===== src/hdl/assert_macros.svh =====
// Assertion macros shared by the bitmap to braille cell converter.
`ifndef ASSERT_MACROS_SVH
`define ASSERT_MACROS_SVH

// Checks that an expression holds on every clock edge outside reset.
`define B2BC_ASSERT(label, expr) \
  label: assert property (@(posedge clk) disable iff (rst) (expr)) \
    else $error("assertion failed");

// Checks that a condition is followed by another one on the next edge.
`define B2BC_ASSERT_NEXT(label, ante, cons) \
  label: assert property (@(posedge clk) disable iff (rst) (ante) |=> (cons)) \
    else $error("assertion failed");

`endif


===== src/hdl/b2bc_pkg.sv =====
// Shared types, constants and functions of the bitmap to braille cell converter.
package b2bc_pkg;

  localparam int MAX_ROW_BYTES_DEF = 64;

  localparam int WIDTH_W = 10;
  localparam int HEIGHT_W = 13;
  localparam int ROW_W = 12;
  localparam int PIX_W = 8;
  localparam int CODE_W = 14;
  localparam int OUT_DATA_W = 16;
  localparam int OUT_USER_W = 2;
  localparam int CFG_IDX_W = 2;
  localparam int CFG_DATA_W = 13;
  localparam int CELLS_PER_BYTE = 4;
  localparam int CELL_W = 8;
  localparam int WORD_W = CELLS_PER_BYTE * CELL_W;

  localparam logic [CFG_IDX_W-1:0] REG_WIDTH_PIXELS = 2'd0;
  localparam logic [CFG_IDX_W-1:0] REG_HEIGHT_ROWS = 2'd1;

  localparam logic [WIDTH_W-1:0] WIDTH_RESET = 10'd512;
  localparam logic [HEIGHT_W-1:0] HEIGHT_RESET = 13'd480;
  localparam logic [HEIGHT_W-1:0] HEIGHT_MAX = 13'd4096;
  localparam logic [CODE_W-1:0] CELL_BASE = 14'h2800;

  typedef struct packed {
    logic [WORD_W-1:0] word;
    logic [CELLS_PER_BYTE-1:0] line_end;
    logic last_row;
    logic [1:0] last_idx;
  } emit_load_t;

  function automatic logic [CELL_W-1:0] pair_dots(input logic [1:0] band_row,
                                                  input logic [1:0] pair);
    logic [CELL_W-1:0] d;
    d = '0;
    if (band_row == 2'd3) begin
      d[6] = pair[0];
      d[7] = pair[1];
    end else begin
      d[band_row] = pair[0];
      d[3'(band_row) + 3'd3] = pair[1];
    end
    return d;
  endfunction

endpackage


===== src/hdl/b2bc_ram.sv =====
// Generic single-write, single-read memory with a registered read port.
module b2bc_ram #(
  parameter int WIDTH = 32,
  parameter int DEPTH = 64
) (
  input  logic                                        clk,
  input  logic                                        wr_en,
  input  logic [((DEPTH > 1) ? $clog2(DEPTH) : 1)-1:0] wr_addr,
  input  logic [WIDTH-1:0]                            wr_data,
  input  logic                                        rd_en,
  input  logic [((DEPTH > 1) ? $clog2(DEPTH) : 1)-1:0] rd_addr,
  output logic [WIDTH-1:0]                            rd_data
);

  logic [WIDTH-1:0] mem [DEPTH];

  always_ff @(posedge clk) begin
    if (wr_en) begin
      mem[wr_addr] <= wr_data;
    end
    if (rd_en) begin
      rd_data <= mem[rd_addr];
    end
  end

endmodule


===== src/hdl/b2bc_lane.sv =====
// One cell lane: merges the dots of one pixel pair into its cell pattern.
module b2bc_lane (
  input  logic [1:0] band_row,
  input  logic [1:0] pair,
  input  logic       active,
  input  logic [7:0] old_cell,
  output logic [7:0] new_cell
);
  import b2bc_pkg::*;

  always_comb begin
    new_cell = old_cell;
    if (active) begin
      new_cell = old_cell | pair_dots(band_row, pair);
    end
  end

endmodule


===== src/hdl/b2bc_emit.sv =====
// Output stage that sends the finished cells of one byte one cell at a time.
`include "assert_macros.svh"

module b2bc_emit (
  input  logic                                  clk,
  input  logic                                  rst,
  input  logic                                  load_valid,
  input  b2bc_pkg::emit_load_t                  load,
  output logic                                  can_load,
  output logic                                  m_axis_tvalid,
  input  logic                                  m_axis_tready,
  output logic [b2bc_pkg::OUT_DATA_W-1:0]       m_axis_tdata,  // cell_code
  output logic                                  m_axis_tlast,  // last_in_line
  output logic [b2bc_pkg::OUT_USER_W-1:0]       m_axis_tuser   // last_of_byte, last_in_image
);
  import b2bc_pkg::*;

  logic                      valid;
  logic [1:0]                idx;
  emit_load_t                held;
  logic [CELL_W-1:0]         cell_bits;
  logic                      at_last;

  assign at_last = (idx == held.last_idx);
  assign can_load = !valid || (m_axis_tready && at_last);
  assign cell_bits = held.word[{idx, 3'b000} +: CELL_W];

  assign m_axis_tvalid = valid;
  assign m_axis_tdata = {{(OUT_DATA_W - CODE_W){1'b0}}, CELL_BASE + CODE_W'(cell_bits)};
  assign m_axis_tlast = held.line_end[idx];
  assign m_axis_tuser = {held.line_end[idx] & held.last_row, at_last};

  always_ff @(posedge clk) begin
    if (rst) begin
      valid <= 1'b0;
      idx <= '0;
    end else if (load_valid && can_load) begin
      valid <= 1'b1;
      idx <= '0;
    end else if (valid && m_axis_tready) begin
      if (at_last) begin
        valid <= 1'b0;
      end else begin
        idx <= idx + 2'd1;
      end
    end
  end

  always_ff @(posedge clk) begin
    if (load_valid && can_load) begin
      held <= load;
    end
  end

  `B2BC_ASSERT(a_idx_in_range, !valid || (idx <= held.last_idx))
  `B2BC_ASSERT(a_line_end_closes_byte, !(valid && held.line_end[idx]) || at_last)

endmodule


===== src/hdl/bitmap_to_braille_cells.sv =====
// Top level of the bitmap to braille cell converter.
// Pixel bytes arrive row by row; each byte is one column of the line store, and four lanes fold
// its four pixel pairs into the stored cell patterns, a read-modify-write of one 32-bit word
// per byte with a forward path so a byte may follow the previous one in the next cycle. Bytes
// of rows that close no band are taken at one per cycle. Bytes of the fourth row of a band,
// or of the image's last row, send up to four cells each over the one-word output, one cell
// per transfer, and leave the first stage only when the output stage can load them. The first
// cell of a byte is presented once the byte has passed the first-stage registers and been
// loaded into the output stage's holding register. Writing either configuration register
// restarts the image at its first row and column; the line store needs no clearing after
// reset, since every band rewrites each column on its first row.
`include "assert_macros.svh"

module bitmap_to_braille_cells #(
  parameter int MAX_ROW_BYTES = b2bc_pkg::MAX_ROW_BYTES_DEF
) (
  input  logic                             clk,
  input  logic                             rst,
  input  logic                             cfg_valid,
  output logic                             cfg_ready,
  input  logic [b2bc_pkg::CFG_IDX_W-1:0]   cfg_index,
  input  logic [b2bc_pkg::CFG_DATA_W-1:0]  cfg_data,
  input  logic                             s_axis_tvalid,
  output logic                             s_axis_tready,
  input  logic [b2bc_pkg::PIX_W-1:0]       s_axis_tdata,  // pixel_byte
  output logic                             m_axis_tvalid,
  input  logic                             m_axis_tready,
  output logic [b2bc_pkg::OUT_DATA_W-1:0]  m_axis_tdata,  // cell_code
  output logic                             m_axis_tlast,  // last_in_line
  output logic [b2bc_pkg::OUT_USER_W-1:0]  m_axis_tuser   // last_of_byte, last_in_image
);
  import b2bc_pkg::*;

  localparam int ColW = (MAX_ROW_BYTES > 1) ? $clog2(MAX_ROW_BYTES) : 1;
  localparam int MaxPix = MAX_ROW_BYTES * 8;
  localparam logic [WIDTH_W-1:0] WidthCap = (MaxPix > 1023) ? '1 : WIDTH_W'(MaxPix);

  logic [WIDTH_W-1:0]  width_pixels;
  logic [HEIGHT_W-1:0] height_rows;
  logic [ColW-1:0]     byte_column;
  logic [ROW_W-1:0]    pixel_row;

  logic [WIDTH_W-1:0]  width_nz;
  logic [WIDTH_W-1:0]  eff_w;
  logic [HEIGHT_W-1:0] eff_h;
  logic [7:0]          row_bytes;
  logic [9:0]          cells;
  logic [ColW-1:0]     col_eff;
  logic                last_row;
  logic                emit_row;
  logic                row_wrap;
  logic [CELLS_PER_BYTE-1:0] act;
  logic [CELLS_PER_BYTE-1:0] lend;
  logic [12:0]         cell_idx [CELLS_PER_BYTE];

  logic                in_accept;
  logic                cfg_hit;

  logic                s1_valid;
  logic [ColW-1:0]     s1_col;
  logic [1:0]          s1_row;
  logic [PIX_W-1:0]    s1_pix;
  logic [CELLS_PER_BYTE-1:0] s1_act;
  logic [CELLS_PER_BYTE-1:0] s1_lend;
  logic                s1_last_row;
  logic                s1_emit;
  logic                s1_move;

  logic [WORD_W-1:0]   ram_rdata;
  logic [WORD_W-1:0]   old_word;
  logic [WORD_W-1:0]   new_word;
  logic                last_valid;
  logic [ColW-1:0]     last_col;
  logic [WORD_W-1:0]   last_word;

  emit_load_t          load;
  logic                can_load;

  assign width_nz = (width_pixels == '0) ? WIDTH_W'(1) : width_pixels;
  assign eff_w = (width_nz > WidthCap) ? WidthCap : width_nz;

  always_comb begin
    eff_h = height_rows;
    if (height_rows == '0) begin
      eff_h = HEIGHT_W'(1);
    end else if (height_rows > HEIGHT_MAX) begin
      eff_h = HEIGHT_MAX;
    end
  end

  assign row_bytes = 8'((11'(eff_w) + 11'd7) >> 3);
  assign cells = 10'((11'(eff_w) + 11'd1) >> 1);
  assign col_eff = (12'(byte_column) >= 12'(row_bytes)) ?
                   ColW'(row_bytes - 8'd1) : byte_column;
  assign last_row = (13'(pixel_row) >= (eff_h - 13'd1));
  assign emit_row = (pixel_row[1:0] == 2'd3) || last_row;
  assign row_wrap = (12'(col_eff) + 12'd1 >= 12'(row_bytes));

  always_comb begin
    for (int k = 0; k < CELLS_PER_BYTE; k++) begin
      cell_idx[k] = (13'(col_eff) << 2) + 13'(k);
      act[k] = (cell_idx[k] < 13'(cells));
      lend[k] = (cell_idx[k] + 13'd1 == 13'(cells));
    end
  end

  assign cfg_ready = 1'b1;
  assign cfg_hit = cfg_valid && ((cfg_index == REG_WIDTH_PIXELS) ||
                                 (cfg_index == REG_HEIGHT_ROWS));

  assign s1_move = s1_valid && (!s1_emit || can_load);
  assign s_axis_tready = !s1_valid || s1_move;
  assign in_accept = s_axis_tvalid && s_axis_tready;

  always_ff @(posedge clk) begin
    if (rst) begin
      width_pixels <= WIDTH_RESET;
      height_rows <= HEIGHT_RESET;
      byte_column <= '0;
      pixel_row <= '0;
    end else if (cfg_hit) begin
      case (cfg_index)
        REG_WIDTH_PIXELS: width_pixels <= cfg_data[WIDTH_W-1:0];
        REG_HEIGHT_ROWS: height_rows <= cfg_data;
        default: ;
      endcase
      byte_column <= '0;
      pixel_row <= '0;
    end else if (in_accept) begin
      if (row_wrap) begin
        byte_column <= '0;
        pixel_row <= last_row ? '0 : pixel_row + ROW_W'(1);
      end else begin
        byte_column <= col_eff + ColW'(1);
      end
    end
  end

  always_ff @(posedge clk) begin
    if (rst) begin
      s1_valid <= 1'b0;
    end else if (in_accept) begin
      s1_valid <= 1'b1;
    end else if (s1_move) begin
      s1_valid <= 1'b0;
    end
  end

  always_ff @(posedge clk) begin
    if (in_accept) begin
      s1_col <= col_eff;
      s1_row <= pixel_row[1:0];
      s1_pix <= s_axis_tdata;
      s1_act <= act;
      s1_lend <= lend;
      s1_last_row <= last_row;
      s1_emit <= emit_row;
    end
  end

  b2bc_ram #(
    .WIDTH(WORD_W),
    .DEPTH(MAX_ROW_BYTES)
  ) u_line_store (
    .clk    (clk),
    .wr_en  (s1_move),
    .wr_addr(s1_col),
    .wr_data(new_word),
    .rd_en  (in_accept),
    .rd_addr(col_eff),
    .rd_data(ram_rdata)
  );

  always_comb begin
    old_word = ram_rdata;
    if (s1_row == 2'd0) begin
      old_word = '0;
    end else if (last_valid && (last_col == s1_col)) begin
      old_word = last_word;
    end
  end

  for (genvar k = 0; k < CELLS_PER_BYTE; k++) begin : g_lane
    b2bc_lane u_lane (
      .band_row(s1_row),
      .pair    (s1_pix[2*k +: 2]),
      .active  (s1_act[k]),
      .old_cell(old_word[CELL_W*k +: CELL_W]),
      .new_cell(new_word[CELL_W*k +: CELL_W])
    );
  end

  always_ff @(posedge clk) begin
    if (rst) begin
      last_valid <= 1'b0;
    end else if (s1_move) begin
      last_valid <= 1'b1;
    end
  end

  always_ff @(posedge clk) begin
    if (s1_move) begin
      last_col <= s1_col;
      last_word <= new_word;
    end
  end

  always_comb begin
    load.word = new_word;
    load.line_end = s1_lend;
    load.last_row = s1_last_row;
    if (s1_act[3]) begin
      load.last_idx = 2'd3;
    end else if (s1_act[2]) begin
      load.last_idx = 2'd2;
    end else if (s1_act[1]) begin
      load.last_idx = 2'd1;
    end else begin
      load.last_idx = 2'd0;
    end
  end

  b2bc_emit u_emit (
    .clk          (clk),
    .rst          (rst),
    .load_valid   (s1_move && s1_emit),
    .load         (load),
    .can_load     (can_load),
    .m_axis_tvalid(m_axis_tvalid),
    .m_axis_tready(m_axis_tready),
    .m_axis_tdata (m_axis_tdata),
    .m_axis_tlast (m_axis_tlast),
    .m_axis_tuser (m_axis_tuser)
  );

  `B2BC_ASSERT(a_row_in_image, 13'(pixel_row) <= (eff_h - 13'd1))
  `B2BC_ASSERT(a_col_in_row, 12'(byte_column) < 12'(row_bytes))
  `B2BC_ASSERT_NEXT(a_stall_holds_byte, s1_valid && !s1_move, s1_valid)

endmodule

===== config.mk =====
export PLATFORM = sky130hd
export DESIGN_NAME = bitmap_to_braille_cells
export DESIGN_NICKNAME = d
export VERILOG_FILES = /design/src/hdl/b2bc_pkg.sv /design/src/hdl/b2bc_ram.sv /design/src/hdl/b2bc_lane.sv /design/src/hdl/b2bc_emit.sv /design/src/hdl/bitmap_to_braille_cells.sv
export VERILOG_INCLUDE_DIRS = /design/src /design/src/hdl
export SDC_FILE = /design/constraint.sdc
export NUM_CORES = 2
export LEC_CHECK = 0
export BUFFER_PORTS_ARGS = -buffer_cell sky130_fd_sc_hd__buf_2
export CORE_MARGIN = 2
export CORE_UTILIZATION = 63
export DETAILED_ROUTE_END_ITERATION = 16
export HOLD_SLACK_MARGIN = 0.02
export PLACE_DENSITY = 0.8
export REMOVE_ABC_BUFFERS = 1
export SYNTH_ARGS = -nofsm -noshare
export SYNTH_HDL_FRONTEND = slang
export SYNTH_HIERARCHICAL = 1
export SYNTH_SLANG_ARGS = --single-unit

===== constraint.sdc =====
create_clock -name clk -period 10.15 [get_ports clk]
set_clock_uncertainty 0.1 [all_clocks]
set_input_delay 0.5075 -clock clk [delete_from_list [all_inputs] [get_ports clk]]
set_output_delay 0.5075 -clock clk [all_outputs]
set_load 0.005 [all_outputs]

* After elaboration in Yosys (flattened, before gate mapping)
Memories as Yosys holds them, arrays and structs flattened. A register that Yosys moved wholly into a read port is not among the register bits.
Index checks and enable logic that the tools add are counted.
** Word-level totals
- Bits in writable memories :: 2048
- Word-level logic and storage cells :: 154
- Bits of input ports :: 28
- Memories kept :: 1
- Register bits :: 149
** Memories
- u_line_store.mem :: depth 64, width 32, rd ports 1, clocked after memory_dff 1, write ports 1, RTL line b2bc_ram.sv:15 : logic [WIDTH-1:0] mem [DEPTH];
** Cells by class
- $lt $le $gt $ge :: 14
- Add/sub/neg operators :: 16
- Equal/unequal tests :: 9
- Reductions and logical operators :: 33
- Multiplexer cells :: 48
- Bitwise logic cells :: 10
- Shift-type cells :: 1
** Operator list (count)
- two-way mux 32 bit :: 2
- two-way mux 6 bit :: 10
- AND 8 x 4 -> 8 bit :: 4
- bitwise mux 8 bit :: 4
- two-way mux 8 bit :: 4
- OR 8 bit :: 4
- indexed part select 32 x 6 -> 8 bit :: 1
- adder 9 x 1 -> 10 bit, second input constant :: 3
- equality test 10 bit :: 3
- < comparator 9 x 10 -> 1 bit :: 3
- two-way mux 13 bit :: 2
- two-way mux 10 bit :: 2
- adder 8 x 2 -> 9 bit, second input constant :: 2
- two-way mux 2 bit :: 8
- adder 14 x 8 -> 14 bit, first input constant :: 1
- equality test 13 x 10 -> 1 bit :: 1
- greater-or-equal comparator 12 x 13 -> 1 bit :: 1
- > comparator 13 bit, second input constant :: 1
- zero test 13 bit :: 1
- subtractor 13 x 1 -> 13 bit, second input constant :: 1
- adder 12 x 1 -> 12 bit, second input constant :: 1
- two-way mux 1 bit :: 12
- two-way mux 12 bit :: 1
- adder 10 x 1 -> 11 bit, second input constant :: 1
- other kinds (33) :: 58

* Logic depth before layout (Yosys ltp)
- Depth after elaboration :: 10
- Mapped depth :: 31
- Depth with buffers taken out :: 28

* Modules after synthesis
Netlist, hierarchy kept.
** Modules (own cells, without submodules)
- b2bc_ram :: seq. area each 62459.9 µm², cells each 3324, area an instance 78835.6 µm², instances 1
- bitmap_to_braille_cells :: seq. area each 2782.7 µm², cells each 629, area an instance 6192.2 µm², instances 1
- b2bc_emit :: seq. area each 1231.2 µm², cells each 85, area an instance 1676.6 µm², instances 1
- b2bc_lane :: seq. area each 0.0 µm², cells each 28, area an instance 215.2 µm², instances 4

* Worst setup path after synthesis
OpenSTA, ideal clock, no wires.
- Path kind :: reg-to-reg
- Start point :: register u_emit/held[1] in the netlist's numbering
- End point :: memory u_line_store.mem[48][0], enable pin
- Required time :: 9.589 ns
- Clock period less this slack :: 7.453 ns
- Stages on the path, launching flop included :: 8
- Buffers on the path :: 0
- Slack :: 2.697 ns
- Arrival time :: 6.892 ns
- Path through :: edfxtp_1 > xor2_1 > o31ai_2 > inv_1 > a21boi_0 > nor2b_1 > nand4b_1 > nor3_1
** Between the ends
- Longest elaborated chain between the ends :: 7
** RTL lines
- start: declaration :: RTL line b2bc_emit.sv:20 : emit_load_t held;
- start signal: assignment :: RTL line b2bc_emit.sv:51 : held <= load;
- equality test 2 bit :: RTL line b2bc_emit.sv:24 : assign at_last = (idx == held.last_idx);
- logical AND 1 bit :: RTL line b2bc_emit.sv:25 : assign can_load = !valid || (m_axis_tready && at_last);
- logical OR 1 bit :: RTL line b2bc_emit.sv:25
- net can_load :: RTL line bitmap_to_braille_cells.sv:77 : logic can_load;
- logical OR 1 bit :: RTL line bitmap_to_braille_cells.sv:111 : assign s1_move = s1_valid && (!s1_emit || can_load);
- logical AND 1 bit :: RTL line bitmap_to_braille_cells.sv:111
- net s1_move :: RTL line bitmap_to_braille_cells.sv:67 : logic s1_move;
- two-way mux 1 bit :: RTL line b2bc_ram.sv:18 : if (wr_en) begin
- two-way mux 1 bit (not written as such) :: RTL line b2bc_ram.sv:19 : mem[wr_addr] <= wr_data;
- end: declaration :: RTL line b2bc_ram.sv:15
The timed path passes the listed nets, and every way through them passes these cells.

* Worst setup path in the final report
- Start point :: register width_pixels[3]
- End point :: register u_line_store.rd_data[2], read port of u_line_store.mem (data pin)
** Between the ends
- Longest elaborated chain between the ends :: 7
** RTL lines
- start: declaration :: RTL line bitmap_to_braille_cells.sv:38 : logic [WIDTH_W-1:0] width_pixels;
- start signal: assignment :: RTL line bitmap_to_braille_cells.sv:123 : REG_WIDTH_PIXELS: width_pixels <= cfg_data[WIDTH_W-1:0];
- zero test 10 bit :: RTL line bitmap_to_braille_cells.sv:79 : assign width_nz = (width_pixels == '0) ? WIDTH_W'(1) : width_pixels;
- two-way mux 10 bit * :: RTL line bitmap_to_braille_cells.sv:79
- > comparator 10 bit :: RTL line bitmap_to_braille_cells.sv:80 : assign eff_w = (width_nz > WidthCap) ? WidthCap : width_nz;
- two-way mux 10 bit * :: RTL line bitmap_to_braille_cells.sv:80
- adder 10 x 3 -> 11 bit * :: RTL line bitmap_to_braille_cells.sv:91 : assign row_bytes = 8'((11'(eff_w) + 11'd7) >> 3);
- greater-or-equal comparator 6 x 8 -> 1 bit or subtractor 6 x 1 -> 6 bit (tied branches) :: RTL line bitmap_to_braille_cells.sv:93, bitmap_to_braille_cells.sv:94
- two-way mux 6 bit * :: RTL line bitmap_to_braille_cells.sv:93 : assign col_eff = (12'(byte_column) >= 12'(row_bytes)) ?
- end: declaration :: RTL line b2bc_ram.sv:12 : output logic [WIDTH-1:0] rd_data
Mark *: on every way between the ends. The rest lies on a longest branch, timed or not.
A chain may end at the register's enable or synchronous reset.

==> flow_summary.ini <==
[clock_tree]
cts.sinks = 2229
cts_buffers = 208
clk_pin_slew_ps = 60
h-tree-depth = 4
clk_latency_ps = 840
cts_resized = 0
clock_path_buffers = 3
cts_tree = yes
clockRootBuffer = clkbuf_16

[yosys]
async_flop_share = 0
ys_dominant_reg_cell = edfxtp_1
yosysTopAreaCell = edfxtp_1
synthCells = 4150
synth_area_leaders = edfxtp_1, mux4_2, mux2i_1
ys_seq_area_frac = 0.759
syn_avg_cell_area_um2 = 21.1
yosys_warnings = 6
synth_edf_count = 2183
syn_area_um2 = 87600
synth_cell_types = 79
synth_seq_cells = 2229
synth_top_cell_area_share = 0.749

[cells_and_area]
drive_above_1_share = 0.258
final_nets = 4435
syn2layout_area_growth_pct = 11.8

[placement]
place_congestion = 0.940
hpwl_um = 121000
port_buffers = 40

[grt]
antenna_found_initial = 21
grt_pass1_wl_um = 334000
grt_overflow = 0
grt_max_degree = 125
grtUsageTotal = 0.338
grt_pass1_vias = 46800

[run_status]
run_status = completed

[power]
peakVddDrop_uv = 198
intPower_w = 0.0157
power.switching_w = 0.00503
p_total_w = 0.0207
pwr_density_cell_nw_per_um2 = 212
comb_power_share = 0.111
swShare = 0.243
leakage_nw = 30.5
sequentialPowerShare = 0.511
clock_power_share = 0.378

[critical_path]
cp-end-kind = flip-flop
cp.required_ps = 10590
crit_arrival_ps = 8680
critPathKind = reg -> reg
crit_path_start_kind = flip-flop
path_max_fanout = 124
path_buf_inv = 2
slowest_delay_ps = 900
crit_family = compound AO/OA/AOI/OAI gates
path_cells = nor4_1 -> and2_1 -> nand2_1 -> a21o_1 -> ha_1 -> nor2b_1 -> or3_1 -> a21o_1 -> ha_1 -> a2111oi_0 -> nor3_1 -> maj3_2 -> o21ai_4 -> nand2_1 -> o21ai_4 -> buf_4 -> buf_12 -> mux4_2 -> mux4_2 -> o22ai_1 -> nor2_1
crit_slowest_cell = o22ai_1

[detailed_routing]
drt_pre_antenna_iters = 9
via_count = 45900
via_per_inst = 7.25
drt-total-wl_um = 236000
drtAntennaViolNets = 0
drt-wirelength-per-cell_um = 37.4
drt-initial-drc-count = 7207
drc = 0

[sta]
hold_viol = 0
fin_setup_tns_ps = 0
fmax_mhz = 121
rsz0062_at_grt = no
finalSetupViolations = 0
worstMarginPinSlew_ps = 1400
finalCriticalPeriod_ps = 8240
finalMaxSlewViolations = 0
finalCritPeriodShare = 0.812
relSlewSlack = 0.0628

[floorplan]
fp-row-count = 136
die_h_um = 377
placeableCoreArea_um2 = 138000
io_pins = 50
fp.dieW_um = 377
start_util = 0.636
dieArea_um2 = 142000

[run]
drv_cap = 0

[hold_path]
hp-class = in -> reg
logic make-up (layout without fill, tap and decap cells):
group / after synthesis / count (layout) / synth area share
simple gates: 496 / 496 / 0.0273
flops: 2229 / 2229 / 0.759
fa+ha+maj: 58 / 58 / 0.00827
other cells: 3 / 17 / 0.000129
compound gates: 372 / 372 / 0.0286
buf+inv: 267 / 636 / 0.0143
mux: 694 / 694 / 0.158
xor+xnor: 31 / 31 / 0.00382
synth_stat cells (8+ instances only):
| library cell | number |
|---|---|
| ha_1 | 57 |
| nor2b_1 | 23 |
| nand4_1 | 11 |
| o21ai_0 | 23 |
| xnor2_1 | 15 |
| or2_2 | 9 |
| nand2_1 | 102 |
| and3b_1 | 8 |
| nand2b_1 | 20 |
| clkbuf_1 | 95 |
| mux2i_1 | 140 |
| a21oi_1 | 106 |
| buf_4 | 38 |
| a31o_2 | 9 |
| buf_2 | 59 |
| and2_1 | 9 |
| buf_1 | 23 |
| mux4_2 | 552 |
| or4_1 | 12 |
| dfxtp_1 | 46 |
| or3_1 | 9 |
| and3_1 | 13 |
| a21o_1 | 32 |
| edfxtp_1 | 2183 |
| a22oi_1 | 12 |
| xor2_1 | 11 |
| o22ai_1 | 85 |
| a31oi_1 | 13 |
| o31ai_1 | 13 |
| nand3_1 | 21 |
| nor2_1 | 205 |
| nand3b_1 | 12 |
| o221ai_1 | 27 |
| a311oi_1 | 8 |
| nor3_1 | 16 |
| inv_1 | 45 |
cell type report:
| class | instances | area (um^2) |
|---|---|---|
| Antenna cell | 8 | 20.0 |
| Inverter | 47 | 184 |
| Multi-Input combinational cell | 1660 | 20500 |
| Fill cell | 7462 | 39800 |
| Tap cell | 1794 | 2240 |
| Clock inverter | 133 | 1360 |
| Clock buffer | 252 | 5450 |
| Sequential cell | 2229 | 66500 |
| Timing Repair Buffer | 204 | 1600 |
power by group through the flow:
stage	combinational, W	sequential (W)	clock, W
after detailed placement	0.00220	0.0108	0
after global routing	0.00237	0.0106	0.00820
after global placement	0.00214	0.0108	0
after CTS	0.00225	0.0106	0.00789
after floorplan	0.00268	0.0107	0
final	0.00230	0.0106	0.00783
layout by cell type (no fill, tap or decap), types with 21 or more instances in the layout:
cell,count
inv_1,44
buf_2,40
o221ai_1,27
ha_1,57
dfxtp_1,46
mux2i_1,140
buf_4,130
o21ai_0,22
nor2_1,142
nand3_1,21
clkbuf_16,210
edfxtp_1,2183
dlygate4sd3_1,26
clkinv_1,49
clkbuf_1,38
bufinv_16,22
nor2b_1,22
a21oi_1,105
o22ai_1,85
nor2_4,62
clkinv_2,38
mux4_2,552
nand2_1,101
routing by layer:
layer,wire (um),global-route usage,vias up,share of wire
met5,91,0,-,0.00038
met4,16800,0.198,14,0.071
met3,31100,0.0872,862,0.13
met2,112000,0.528,3807,0.47
met1,76700,0.437,23500,0.32
li1,-,-,17700,-
worst register-to-register path, stage by stage, from the launching register on:
cell and delay (ps):
dfxtp_1 430, nor4_1 460, and2_1 220, nand2_1 60
a21o_1 200, ha_1 200, nor2b_1 170, or3_1 330
a21o_1 240, ha_1 230, a2111oi_0 350, nor3_1 150
maj3_2 380, o21ai_4 360, nand2_1 160, o21ai_4 380
buf_4 730, buf_12 610, mux4_2 600, mux4_2 550
o22ai_1 900, nor2_1 140
per-stage QoR:
| step | worst slack (ps) | utilization | std cells | hold slack [ps] | cell area [um^2] |
|---|---|---|---|---|---|
| after detailed placement | 2080 | 0.659 | 5908 | 307 | 90800 |
| after CTS | 2050 | 0.711 | 6319 | 153 | 97800 |
| after global placement | 2190 | 0.659 | 5908 | 307 | 90800 |
| after global routing | 1580 | 0.711 | 6319 | 203 | 97800 |
| after floorplan | -31460 | - | 3936 | 300 | 86500 |
| final | 1910 | 0.711 | 6327 | 196 | 97900 |
state kept, by name (all words and copies together) (netlist names), 6 cells and up:
name,cells
s1_col,6
pixel_row,12
last_word,32
width_pixels,10
u_line_store/rd_data,32
height_rows,13
u_line_store/mem,2048
u_emit/held,39
last_col,6
s1_pix,8
byte_column,6
worst paths after layout:
kind / start / end / slack (ps) / cells past startpoint
max: width_pixels[3] / u_line_store/rd_data[2] / 1910 / 21
min: cfg_valid / byte_column[1] / 200 / 4
max reg2reg: width_pixels[3] / u_line_store/rd_data[2] / 1910 / 21
min reg2reg: s1_lend[2] / u_emit/held[5] / 340 / 0
timing repair:
item,CTS,global route
hold buffers,26,0
setup buffers,0,0
endpoints found under the hold margin,34,0
No activity file was read; power rests on OpenSTA's default activity.
